File: config.mk
export PLATFORM = sky130hd
export DESIGN_NAME = tpc_fifo
export DESIGN_NICKNAME = d
export VERILOG_FILES = /design/src/design/tpc_fifo.sv
export SDC_FILE = /design/constraint.sdc
export NUM_CORES = 1
export LEC_CHECK = 0
export BUFFER_PORTS_ARGS = -buffer_cell sky130_fd_sc_hd__buf_2
export CAP_MARGIN = 20
export CORE_AREA = 5 5 42 44
export CTS_CLUSTER_DIAMETER = 60
export DETAILED_ROUTE_END_ITERATION = 10
export DIE_AREA = 0 0 47 49
export PLACE_DENSITY = 0.42
export SLEW_MARGIN = 20
export SYNTH_ARGS = -nofsm -noshare
export SYNTH_HDL_FRONTEND = slang
export SYNTH_SLANG_ARGS = --single-unit
File: constraint.sdc
create_clock -name clk_i -period 1.24 [get_ports clk_i]
set_input_delay 0.248 -clock clk_i [delete_from_list [all_inputs] [get_ports clk_i]]
set_output_delay 0.248 -clock clk_i [all_outputs]
set_load 0.02 [all_outputs]
File: src/design/tpc_fifo.sv
// Small register queue with push/full and pop/empty sides.
// Generic; element type and depth come from parameters.
`default_nettype none

module tpc_fifo #(
  parameter int  DEPTH = 2,
  parameter type T     = logic
) (
  input  wire logic clk_i,
  input  wire logic rst_ni,
  input  wire logic push_i,
  output logic      full_o,
  input  wire T     data_i,
  input  wire logic pop_i,
  output logic      empty_o,
  output T          data_o
);

  localparam int AW = $clog2(DEPTH);
  localparam int CW = $clog2(DEPTH + 1);

  T                mem_q [DEPTH];
  logic [AW-1:0]   wr_ptr_q, rd_ptr_q;
  logic [CW-1:0]   cnt_q;
  logic            do_push, do_pop;

  assign full_o  = (cnt_q == CW'(DEPTH));
  assign empty_o = (cnt_q == '0);
  assign do_push = push_i && !full_o;
  assign do_pop  = pop_i && !empty_o;
  assign data_o  = mem_q[rd_ptr_q];

  always_ff @(posedge clk_i or negedge rst_ni) begin
    if (!rst_ni) begin
      wr_ptr_q <= '0;
      rd_ptr_q <= '0;
      cnt_q    <= '0;
    end else begin
      if (do_push) begin
        wr_ptr_q <= (wr_ptr_q == AW'(DEPTH - 1)) ? '0 : wr_ptr_q + 1'b1;
      end
      if (do_pop) begin
        rd_ptr_q <= (rd_ptr_q == AW'(DEPTH - 1)) ? '0 : rd_ptr_q + 1'b1;
      end
      if (do_push && !do_pop) begin
        cnt_q <= cnt_q + 1'b1;
      end else if (do_pop && !do_push) begin
        cnt_q <= cnt_q - 1'b1;
      end
    end
  end

  always_ff @(posedge clk_i) begin
    if (do_push) begin
      mem_q[wr_ptr_q] <= data_i;
    end
  end

endmodule

`default_nettype wire

After elaboration in Yosys (flattened, before gate mapping). Memories as Yosys holds them, arrays and structs flattened. Cells that the tools add are included. W data, S select, Z words.

$add $sub $neg: 4. Equal/unequal tests: 1. Muxes and demuxes: 6. Reduce and logical (&&, ||, !) cells: 10.

Operator list (number): $logic_and A1 B1 Y1 (4); $logic_not A1 Y1 (4); $mux W1 (4); $mux W2 (2); $add A1 B1 Y1 const B (2); $add A2 B1 Y2 const B (1); $eq A2 B2 Y1 const B (1); $logic_not A2 Y1 (1); $reduce_bool A2 Y1 (1); $sub A2 B1 Y2 const B (1).

Register bits: 4. RAM bits: 2. Input port bits: 5. Output and inout port bits: 3. Memories kept: 1.

Memory list: mem_q (words 2, width 1, read ports 1, clocked after Yosys merged registers in 0, write ports 1, RTL line 22) `T mem_q [DEPTH];`.

Depth between registers and ports, before layout. Gate-level depths: netlist of the first run.

Word-level depth: 7. Depth in mapped cells: 7. Mapped depth without buffers: 7.

Worst setup path after synthesis of the first run. OpenSTA, ideal clock, no wires.

Kind: register to register. Start: reg cnt_q[0]. End: reg cnt_q[1]. Library setup time: 0.079 ns. Data arrival time: 1.282 ns. Data required time: 1.161 ns. Slack: -0.121 ns. Stages on the path, launching flop included: 7. Buffers on the path: 0. Period minus slack after synthesis: 1.361 ns. Path through: dfrtp_1 > nand2b_1 > nand2_1 > inv_1 > ha_1 > nor2_1 > xor2_1.

Longest elaborated chain between the ends: 6.

RTL lines: start: declaration (RTL line 24) `logic [CW-1:0] cnt_q;`; start signal: assignment (RTL line 46) `cnt_q <= cnt_q + 1'b1;`; start signal: assignment (RTL line 48) `cnt_q <= cnt_q - 1'b1;`; $eq A2 B2 Y1 or $logic_not A2 Y1 (tied branches) (RTL line 27, 28); $logic_not A1 Y1, on equally long branches (RTL line 29, 30); $logic_and A1 B1 Y1, on equally long branches (RTL line 29, 30); $logic_not A1 Y1, on equally long branches (RTL line 47, 45); $logic_and A1 B1 Y1, on equally long branches (RTL line 47, 45); $reduce_bool A2 Y1 (no source line) or $mux W2 (tied branches).

Several ways; a longest one is shown, not always the timed one. The select of a mux whose other input is x is not followed. A chain may end at the register's enable or synchronous reset.

Final worst setup path of the first run.
Start: reg cnt_q[0]. End: out full_o.

Longest elaborated chain between the ends: 1.

RTL lines: $eq A2 B2 Y1 (RTL line 27) `assign full_o = (cnt_q == CW'(DEPTH));`; end: declaration (RTL line 12) `output logic full_o,`.

Every way passes these cells.

==> impl_results.md, run 1 <==
- Initial core utilization: 19.11%
- Final Max Slew Viols: 0
- HPWL Detailed: 430.7 um
- Critical path cell sequence: nand2b_4 -> buf_6 -> inv_4 -> buf_6
- Port Buffers: 7
- TritonRoute pass-1 iters: 2
- Setup_tns: -0.2365 ns
- Fin. Hold Viols: 0
- P_leak: 0.2348 nW
- Layout cells sized above 1: 68.29%
- FILL cells: 156
- Net Count, Synth: 28
- DR DRC count: 0
- CP endpoint kind: output port
- Total power: 1.369 mW
- Vias in the first global route: 229
- Vias/cell: 3.807
- Seq/Total Area, Yosys: 59.81%
- CP max stage delay: 0.40 ns
- Min-Delay Path Class: in -> reg
- TritonCTS clock tree: done
- Synthesis Warnings: 0
- Largest cells by area after synthesis: dfrtp_1 (37%), edfxtp_1 (22%), xnor2_1 (9.8%)
- Clock Latency Late Sink: 0.24 ns
- CTS Buf Count: 3
- H-tree depth: 1
- Actual slew at the worst max-slew pin: 0.2128 ns
- Post-synthesis cell type count: 12
- Mean Syn Cell Area: 12.17 sq um
- Critical path class: reg -> out
- Maximum vdd drop: 858.9 uV
- Nets: 49
- Critical-path maximum fanout: 3
- Slowest stage cell, crit path: dfrtp_1
- Antenna violations before repair: 0
- Failing checks: setup timing
- Multi-input gate area: 150.1 sq um
- GPL Wtd Cong: 0.6983
- Clock sinks: 6
- Slew headroom: 85.81%
- Unrepaired setup endpoints after global routing: yes
- Commonest non-fill, non-tap cells in the layout: buf_4 (6), buf_6 (5), buf_2 (4)
- ANT cells: 0
- All-Layer GR Usage: 6.591%
- Max cap viols: 0
- Final WS setup: -0.08054 ns
- Status: finished with violations
- Worst EP arrival: 1.07 ns
- Die Height: 49 um
- Seq cells post-synth: 6
- Syn Inst Count: 22
- Hold depth: 1
- Number of setup violations in the final report: 4
- Clock buffer depth: 2
- Fin crit share: 106.5%
- I/O pin count: 8
- Fmax: 757.3 MHz
- DR iter-0 viols: 1
- PwrDens: 2762 nW/um^2
- Core area: 1401 sq um
- Post-synth top area share: 37.38%
- Synth area leader: dfrtp_1
- First-pass GRT wire length: 1.014 mm
- FP Rows: 14
- Post-route ant nets: 0
- Most common cell type on the critical path: buf_6
- Die area: 2303 sq um
- Hold slack: 0.1947 ns
- Layout Skew: 0.001777 ns
- Wirelength per Cell: 10.26 um
- DR vias: 217
- Clock-pin slew on the worst setup and hold paths: 0.05 ns
- Sequential Area: 161.4 sq um
- Fin crit period: 1.321 ns
- DRT Wirelength: 585 um
- Grt total ovfl: 0
- Cell Area, Synth: 267.8 sq um
- Area delta synth->final: 85.05%
- Fin cells: 57
- Post-DP Area: 377.9 sq um
- Root Buffer: clkbuf_4
- Place WS: -0.07129 ns
- Final core utilization: 35.36%
- Placed cells: 50
- Path depth of the worst reg2reg path: 5
- Largest net degree at the start of global routing: 5
- Most common cell after layout, fill and taps aside: buf_4
- Fin area: 495.5 sq um
- CP startpoint kind: flop
- Die W: 47 um
- Worst EP required: 0.99 ns
## layer usage
metal  share of wire [%]  vias to the layer above  track usage, %
li1                    -                      111               -
met1                  38                      101           7.175
met2                  56                        3           8.371
met3                 4.1                        2           4.428
met4                 2.1                        0           5.530
met5                   0                        -               0
## cell usage after synthesis
library cell	number
and3_1	1
edfxtp_1	2
xnor2_1	3
nor2_1	3
dfrtp_1	4
inv_1	2
o21ai_1	1
xor2_1	2
ha_1	1
nand2b_1	1
mux2_2	1
nand2_1	1
## power breakdown
part           switching, mW  internal [mW]  leakage [nW]
clock network         0.0698          0.109        0.0138
registers             0.0766          0.301        0.0642
logic                  0.323          0.489         0.157
total                  0.469          0.900         0.235
## state kept, by name, indices dropped and copies added, names as in the netlist
signal,count
cnt_q,2
rd_ptr_q,1
wr_ptr_q,1
mem_q,2
## repair_timing
action	in CTS	in global routing
hold buffers	1	0
cloned	0	0
buffers inserted	2	1
gates resized for setup	7	10
hold endpoints to repair	4	0
pin swaps	0	2
setup endpoints to repair	4	5
## worst max-delay path, delay by kind of cell, from the launching register on
family,cells,cell delay (ns)
buf+inv,3,0.26
flops,1,0.40
simple gates,1,0.17
## worst paths after layout
check / start / to / slack (ns)
max reg2reg: cnt_q[1] / cnt_q[1] / -0.07
min: data_i / mem_q[0] / 0.19
max: cnt_q[0] / full_o / -0.08
max in group asynchronous: rst_ni / cnt_q[1] / 0.75
min reg2reg: wr_ptr_q / wr_ptr_q / 0.51
min in group asynchronous: rst_ni / cnt_q[0] / 0.35
## final cells by class
| cell class | count | share of cell area [%] |
|---|---|---|
| Multi-Input combinational cell | 14 | 30.30 |
| Inverter | 2 | 2.020 |
| Timing Repair Buffer | 16 | 26.52 |
| Sequential cell | 6 | 32.58 |
| Tap cell | 16 | 4.040 |
| Clock buffer | 3 | 4.545 |
## cell families (layout without fill, tap and decap cells)
logic type               after synthesis  after routing  synth area share, %
AND/OR/NAND/NOR                        6              6                10.28
AO/OA/AOI/OAI                          1              1                1.867
buffers and inverters                  2             21                2.805
XOR/XNOR                               5              5                16.36
flip-flops                             6              6                59.82
adder cells (fa/ha/maj)                1              1                4.672
multiplexers                           1              1                4.205
No activity file was read; power rests on OpenSTA's default activity.
==> run 2, diff against run 1 <==
Settings changed: PLACE_DENSITY 0.42 to 0.48.
Clock period 1.24 ns to 1.5 ns, I/O delays scaled along.
==> run 2 against run 1 <==
The flow now finishes without violations. Wire length is 13% lower. Non-clock buffer count is 7 lower. Sequential power is 21% lower. Clock skew is 0.00085 ns lower. Setup slack better by 0.16 ns. Critical path depth is 2 lower. Cell area is 26% lower. Largest cell class unchanged.
==> impl_results.md, run 2 (synthesis results as in run 1) <==
- Status: finished, final reports clean
- PwrDens: 2187 nW/um^2 (-21%)
- Total power: 0.8073 mW (-41%)
- Path depth of the worst reg2reg path: 6 (+1)
- Die area: 2303 sq um (unchanged)
- Slew headroom: 86.32% (+0.51 points)
- Final Max Slew Viols: 0 (unchanged)
- Worst EP arrival: 1.12 ns (+0.05 ns)
- Port Buffers: 7 (unchanged)
- Layout cells sized above 1: 37.14% (-31 points)
- Grt total ovfl: 0 (unchanged)
- CTS Buf Count: 3 (unchanged)
- Commonest non-fill, non-tap cells in the layout: buf_2 (7), dfrtp_1 (4), nor2_1 (3), xnor2_1 (3), clkbuf_4 (3)
- Most common cell after layout, fill and taps aside: buf_2
- Unrepaired setup endpoints after global routing: no
- First-pass GRT wire length: 821 um (-19%)
- DR DRC count: 0 (unchanged)
- Vias/cell: 3.784 (-0.60%)
- DRT Wirelength: 507 um (-13%)
- DR iter-0 viols: 0 (-1)
- HPWL Detailed: 407.9 um (-5.3%)
- Vias in the first global route: 207 (-9.6%)
- Slowest stage cell, crit path: dfrtp_1
- Fin. Hold Viols: 0 (unchanged)
- Antenna violations before repair: 0 (unchanged)
- Worst reg-to-reg setup slack: 0.12 ns (+0.19 ns)
- Layout Skew: 0.0009258 ns (-0.0008512 ns)
- TritonRoute pass-1 iters: 1 (-1)
- H-tree depth: 1 (unchanged)
- P_leak: 0.1791 nW (-24%)
- Actual slew at the worst max-slew pin: 0.2038 ns (-0.009037 ns)
- Nets: 42 (-14%)
- Critical path class: reg -> out
- FILL cells: 163 (+4.5%)
- Fin crit period: 1.424 ns
- Largest net degree at the start of global routing: 5 (unchanged)
- Area delta synth->final: 37.85%
- Initial core utilization: 19.11% (unchanged)
- Cell family with most CP delay: flip-flops
- CP max stage delay: 0.38 ns (-0.02 ns)
- Fmax: 702.5 MHz
- Root Buffer: clkbuf_4
- Worst R2R End: cnt_q[1]
- Number of setup violations in the final report: 0 (-4)
- Fin crit share: 94.90%
- Core area: 1401 sq um (unchanged)
- Clock sinks: 6 (unchanged)
- Hold depth: 1 (unchanged)
- Die Height: 49 um (unchanged)
- All-Layer GR Usage: 5.678% (-0.91 points)
- CP startpoint kind: flop
- Max cap viols: 0 (unchanged)
- Critical-path maximum fanout: 2 (-1)
- Clock buffer depth: 2 (unchanged)
- Clock-pin slew on the worst setup and hold paths: 0.05 ns (about the same)
- Min-Delay Path Class: in -> reg
- Maximum vdd drop: 751.9 uV (-12%)
- Crit path buffers/inverters: 1 (-2)
- GPL Wtd Cong: 0.6932 (-0.73%)
- Critical path cell sequence: mux2_2 -> buf_2
- FP Rows: 14 (unchanged)
- Wirelength per Cell: 9.941 um (-3.1%)
- Die W: 47 um (unchanged)
- CP endpoint kind: output port
- ANT cells: 0 (unchanged)
- Clock Latency Late Sink: 0.24 ns (about the same)
- TritonCTS clock tree: done
- Post-route ant nets: 0 (unchanged)
- Worst Hold End: mem_q[0]
- Critical R2R Launch: cnt_q[0]
- I/O pin count: 8 (unchanged)
- DR vias: 193 (-11%)
- Critical path depth: 2 (-2)
- Setup_tns: 0 ns (+0.2365 ns)
- Worst EP required: 1.20 ns (+0.21 ns)
- HP Start: data_i
- Regs by FF count: cnt_q x2, mem_q x2
-- run 2: area by class of cell --
cell class	instances	area [sq um]	area share [%]
timing repair buffer	9	52.55	14.24
inverter	2	7.507	2.034
multi-input combinational	14	102.6	27.80
sequential	6	160.2	43.39
tap	16	20.02	5.424
clock buffer	4	26.28	7.119
-- run 2: what timing repair did --
item / 4_1_cts / 5_1_grt
resized for setup: 0 / 1
hold endpoints to repair: 4 / 0
setup buffers: 0 / 0
hold buffers: 1 / 0
endpoints found under the setup margin: 0 / 1
-- run 2: worst max path at each step --
stage              from  endpoint  slack [ns]
3_5_place_dp   cnt_q[0]  cnt_q[1]        0.09
2_1_floorplan  cnt_q[0]  cnt_q[1]        0.14
3_3_place_gp   cnt_q[0]  cnt_q[1]        0.16
6_report       rd_ptr_q    data_o        0.08
5_1_grt        rd_ptr_q    data_o        0.02
4_1_cts        rd_ptr_q    data_o        0.06
-- run 2: stage by stage --
step | hold slack, ns | instances | instance area (sq um) | utilization [%] | setup slack (ns)
6_report | 0.2541 | 51 | 369.1 | 26.34 | 0.07648
5_1_grt | 0.2309 | 51 | 369.1 | 26.34 | 0.02262
4_1_cts | 0.2433 | 51 | 366.6 | 26.16 | 0.06419
3_5_place_dp | 0.1118 | 46 | 330.3 | 23.57 | 0.09362
3_3_place_gp | 0.1043 | 46 | 330.3 | 23.57 | 0.1585
2_1_floorplan | 0.004409 | 22 | 267.8 | - | 0.1392
-- run 2: power breakdown --
part	total (mW)	leakage (nW)	internal, mW	switching [mW]
Combinational	0.349	0.0988	0.166	0.183
Clock	0.161	0.0150	0.101	0.0605
Sequential	0.297	0.0652	0.246	0.0513
-- run 2: metal layers --
| metal | GRT usage, % | vias to the layer above | part of all wire, % |
|---|---|---|---|
| li1 | - | 98 | - |
| met1 | 5.405 | 83 | 40 |
| met4 | 4.147 | 0 | 2.2 |
| met2 | 7.014 | 10 | 41 |
| met3 | 5.904 | 2 | 16 |
| met5 | 0 | - | 0 |
==> run 3, diff against run 2 <==
Settings changed: PLACE_DENSITY 0.48 to 0.42.
==> run 3 against run 2 <==
Worst hold slack worse by 0.0053 ns. Register-to-register slack hardly changed. Utilization is 0.45 points higher. Power is 2.5% higher. Sequential power is 3% higher. First-iteration DRC count stayed put. Flip-flop and latch count stayed put. Die area stayed put. Clock power is 8% lower. Combinational power is 6.9% higher.
==> impl_results.md, run 3 (synthesis results as in run 1) <==
- DRT Wirelength: 527 um (+3.9%)
- Port Buffers: 7 (unchanged)
- Core area: 1401 sq um (unchanged)
- TritonCTS clock tree: done
- Regs by FF count: cnt_q x2, mem_q x2
- Fin crit period: 1.395 ns (-0.02824 ns)
- Worst EP arrival: 1.10 ns (-0.02 ns)
- Status: finished, final reports clean
- Most common cell after layout, fill and taps aside: buf_2
- Post-route ant nets: 0 (unchanged)
- DR DRC count: 0 (unchanged)
- Worst EP required: 1.20 ns (about the same)
- Clock buffer depth: 2 (unchanged)
- Clock sinks: 6 (unchanged)
- CP endpoint kind: output port
- I/O pin count: 8 (unchanged)
- P_leak: 0.1836 nW (+2.5%)
- Wirelength per Cell: 10.54 um (+6.0%)
- Critical-path maximum fanout: 2 (unchanged)
- Sequential Area: 160.2 sq um (unchanged)
- CP max stage delay: 0.36 ns (-0.02 ns)
- DR iter-0 viols: 0 (unchanged)
- Die Height: 49 um (unchanged)
- Hold slack: 0.2488 ns (-0.005263 ns)
- Area delta synth->final: 40.19%
- Maximum vdd drop: 743.3 uV (-1.2%)
- Largest net degree at the start of global routing: 5 (unchanged)
- Part of the power in registers: 37.1% (+0.3 points)
- Max cap viols: 0 (unchanged)
- PwrDens: 2204 nW/um^2 (+0.79%)
- Initial core utilization: 19.11% (unchanged)
- Nets: 42 (unchanged)
- Layout Skew: 0.001039 ns (+0.0001135 ns)
- Setup_tns: 0 ns (unchanged)
- HPWL Detailed: 399.7 um (-2.0%)
- Clock Latency Late Sink: 0.24 ns (about the same)
- Commonest non-fill, non-tap cells in the layout: buf_2 (7), dfrtp_1 (4), xnor2_1 (3), clkbuf_4 (3)
- DR vias: 190 (-1.6%)
- ANT cells: 0 (unchanged)
- Fmax: 716.7 MHz (+2.0%)
- Antenna violations before repair: 0 (unchanged)
- Number of setup violations in the final report: 0 (unchanged)
- Vias in the first global route: 215 (+3.9%)
- Root Buffer: clkbuf_4
- GPL Wtd Cong: 0.7675 (+11%)
- Net Sw Power: 0.3061 mW (+4.0%)
- First-pass GRT wire length: 938 um (+14%)
- Slew headroom: 85.51% (-0.81 points)
- Final WS setup: 0.1047 ns (+0.02824 ns)
- Multi-input gate area: 112.6 sq um (+9.8%)
- FP Rows: 14 (unchanged)
- CTS Buf Count: 3 (unchanged)
- Cell family with most CP delay: flip-flops
- Vias/cell: 3.800 (+0.41%)
- Clock-pin slew on the worst setup and hold paths: 0.05 ns (about the same)
- TritonRoute pass-1 iters: 1 (unchanged)
- Critical path class: reg -> out
- Post-CTS Setup Bufs: 0 (unchanged)
- All-Layer GR Usage: 6.175% (+0.50 points)
- CP startpoint kind: flop
- Die area: 2303 sq um (unchanged)
- Layout cells sized above 1: 44.12% (+7.0 points)
- Crit path buffers/inverters: 1 (unchanged)
- Sw frac: 36.99% (+0.52 points)
- Grt total ovfl: 0 (unchanged)
- Clock power frac: 17.8% (-2.2 points)
- Die W: 47 um (unchanged)
- H-tree depth: 1 (unchanged)
- Combinational Power Share: 45.0% (+1.8 points)
- Final Max Slew Viols: 0 (unchanged)
- Unrepaired setup endpoints after global routing: no
- Critical path cell sequence: mux2_2 -> buf_2
- Min-Delay Path Class: in -> reg
- Slowest stage cell, crit path: dfrtp_1
- Actual slew at the worst max-slew pin: 0.2159 ns (+0.01207 ns)
- FILL cells: 171 (+4.9%)
- Fin crit share: 93.02% (-1.9 points)
- Fin. Hold Viols: 0 (unchanged)
- Place WS: 0.07726 ns (-0.01636 ns)
- Internal cell power: 0.5214 mW (+1.7%)
-- run 3: cell count changes in the layout (fill, tap and decap cells not counted), sizes merged --
cell	previous run	this run
clkbuf	4	3
-- run 3: through the flow --
step | total power, mW | instance area, sq um | utilization (%) | std cells
after floorplan | 0.5375 | 267.8 | - | 22
after global placement | 0.6261 | 330.3 | 23.57 | 46
after detailed placement | 0.6411 | 330.3 | 23.57 | 46
after CTS | 0.8017 | 362.8 | 25.89 | 50
after global routing | 0.9010 | 375.4 | 26.79 | 50
final | 0.8274 | 375.4 | 26.79 | 50
-- run 3: path summary, 6_finish.rpt --
kind / start / end / slack (ns) / cells after the start
max: rd_ptr_q / data_o / 0.10 / 2
min: data_i / mem_q[0] / 0.25 / 1
max reg2reg: cnt_q[1] / cnt_q[1] / 0.12 / 5
min reg2reg: rd_ptr_q / rd_ptr_q / 0.48 / 1
max in group asynchronous: rst_ni / cnt_q[1] / 0.97 / 2
min in group asynchronous: rst_ni / cnt_q[0] / 0.40 / 2
-- run 3: cell type report --
class / instances / share of cell area, %
clock buffers: 3 / 6.000
inverters: 2 / 2.000
multi-input cells: 14 / 30.00
flip-flops and latches: 6 / 42.67
well taps: 16 / 5.333
repair buffers: 9 / 14.00
-- run 3: power groups by stage --
stage	Combinational (mW)	Clock, mW	Sequential (mW)
2_1_floorplan	0.239	0	0.298
6_report	0.373	0.148	0.307
3_5_place_dp	0.341	0	0.300
3_3_place_gp	0.332	0	0.294
4_1_cts	0.348	0.156	0.298
5_1_grt	0.419	0.162	0.319
-- run 3: what timing repair did --
action,4_1_cts,5_1_grt
resized for setup,0,3
hold buffers,1,0
endpoints found under the hold margin,4,0
endpoints found under the setup margin,0,1
-- run 3: routing by layer --
metal	share of wire [%]	routed length (um)	global-route usage, %
met3	7.0	37	4.428
met5	0	0	0
met4	1.1	6	4.147
met2	50	262	7.692
met1	42	220	7.207
-- run 3: worst register-to-register path: stages, from the launching register on --
cell     delay (ns)
dfrtp_1        0.44
o21ai_1        0.24
ha_1           0.20
xor2_1         0.18
nor2_2         0.05
xor2_1         0.14
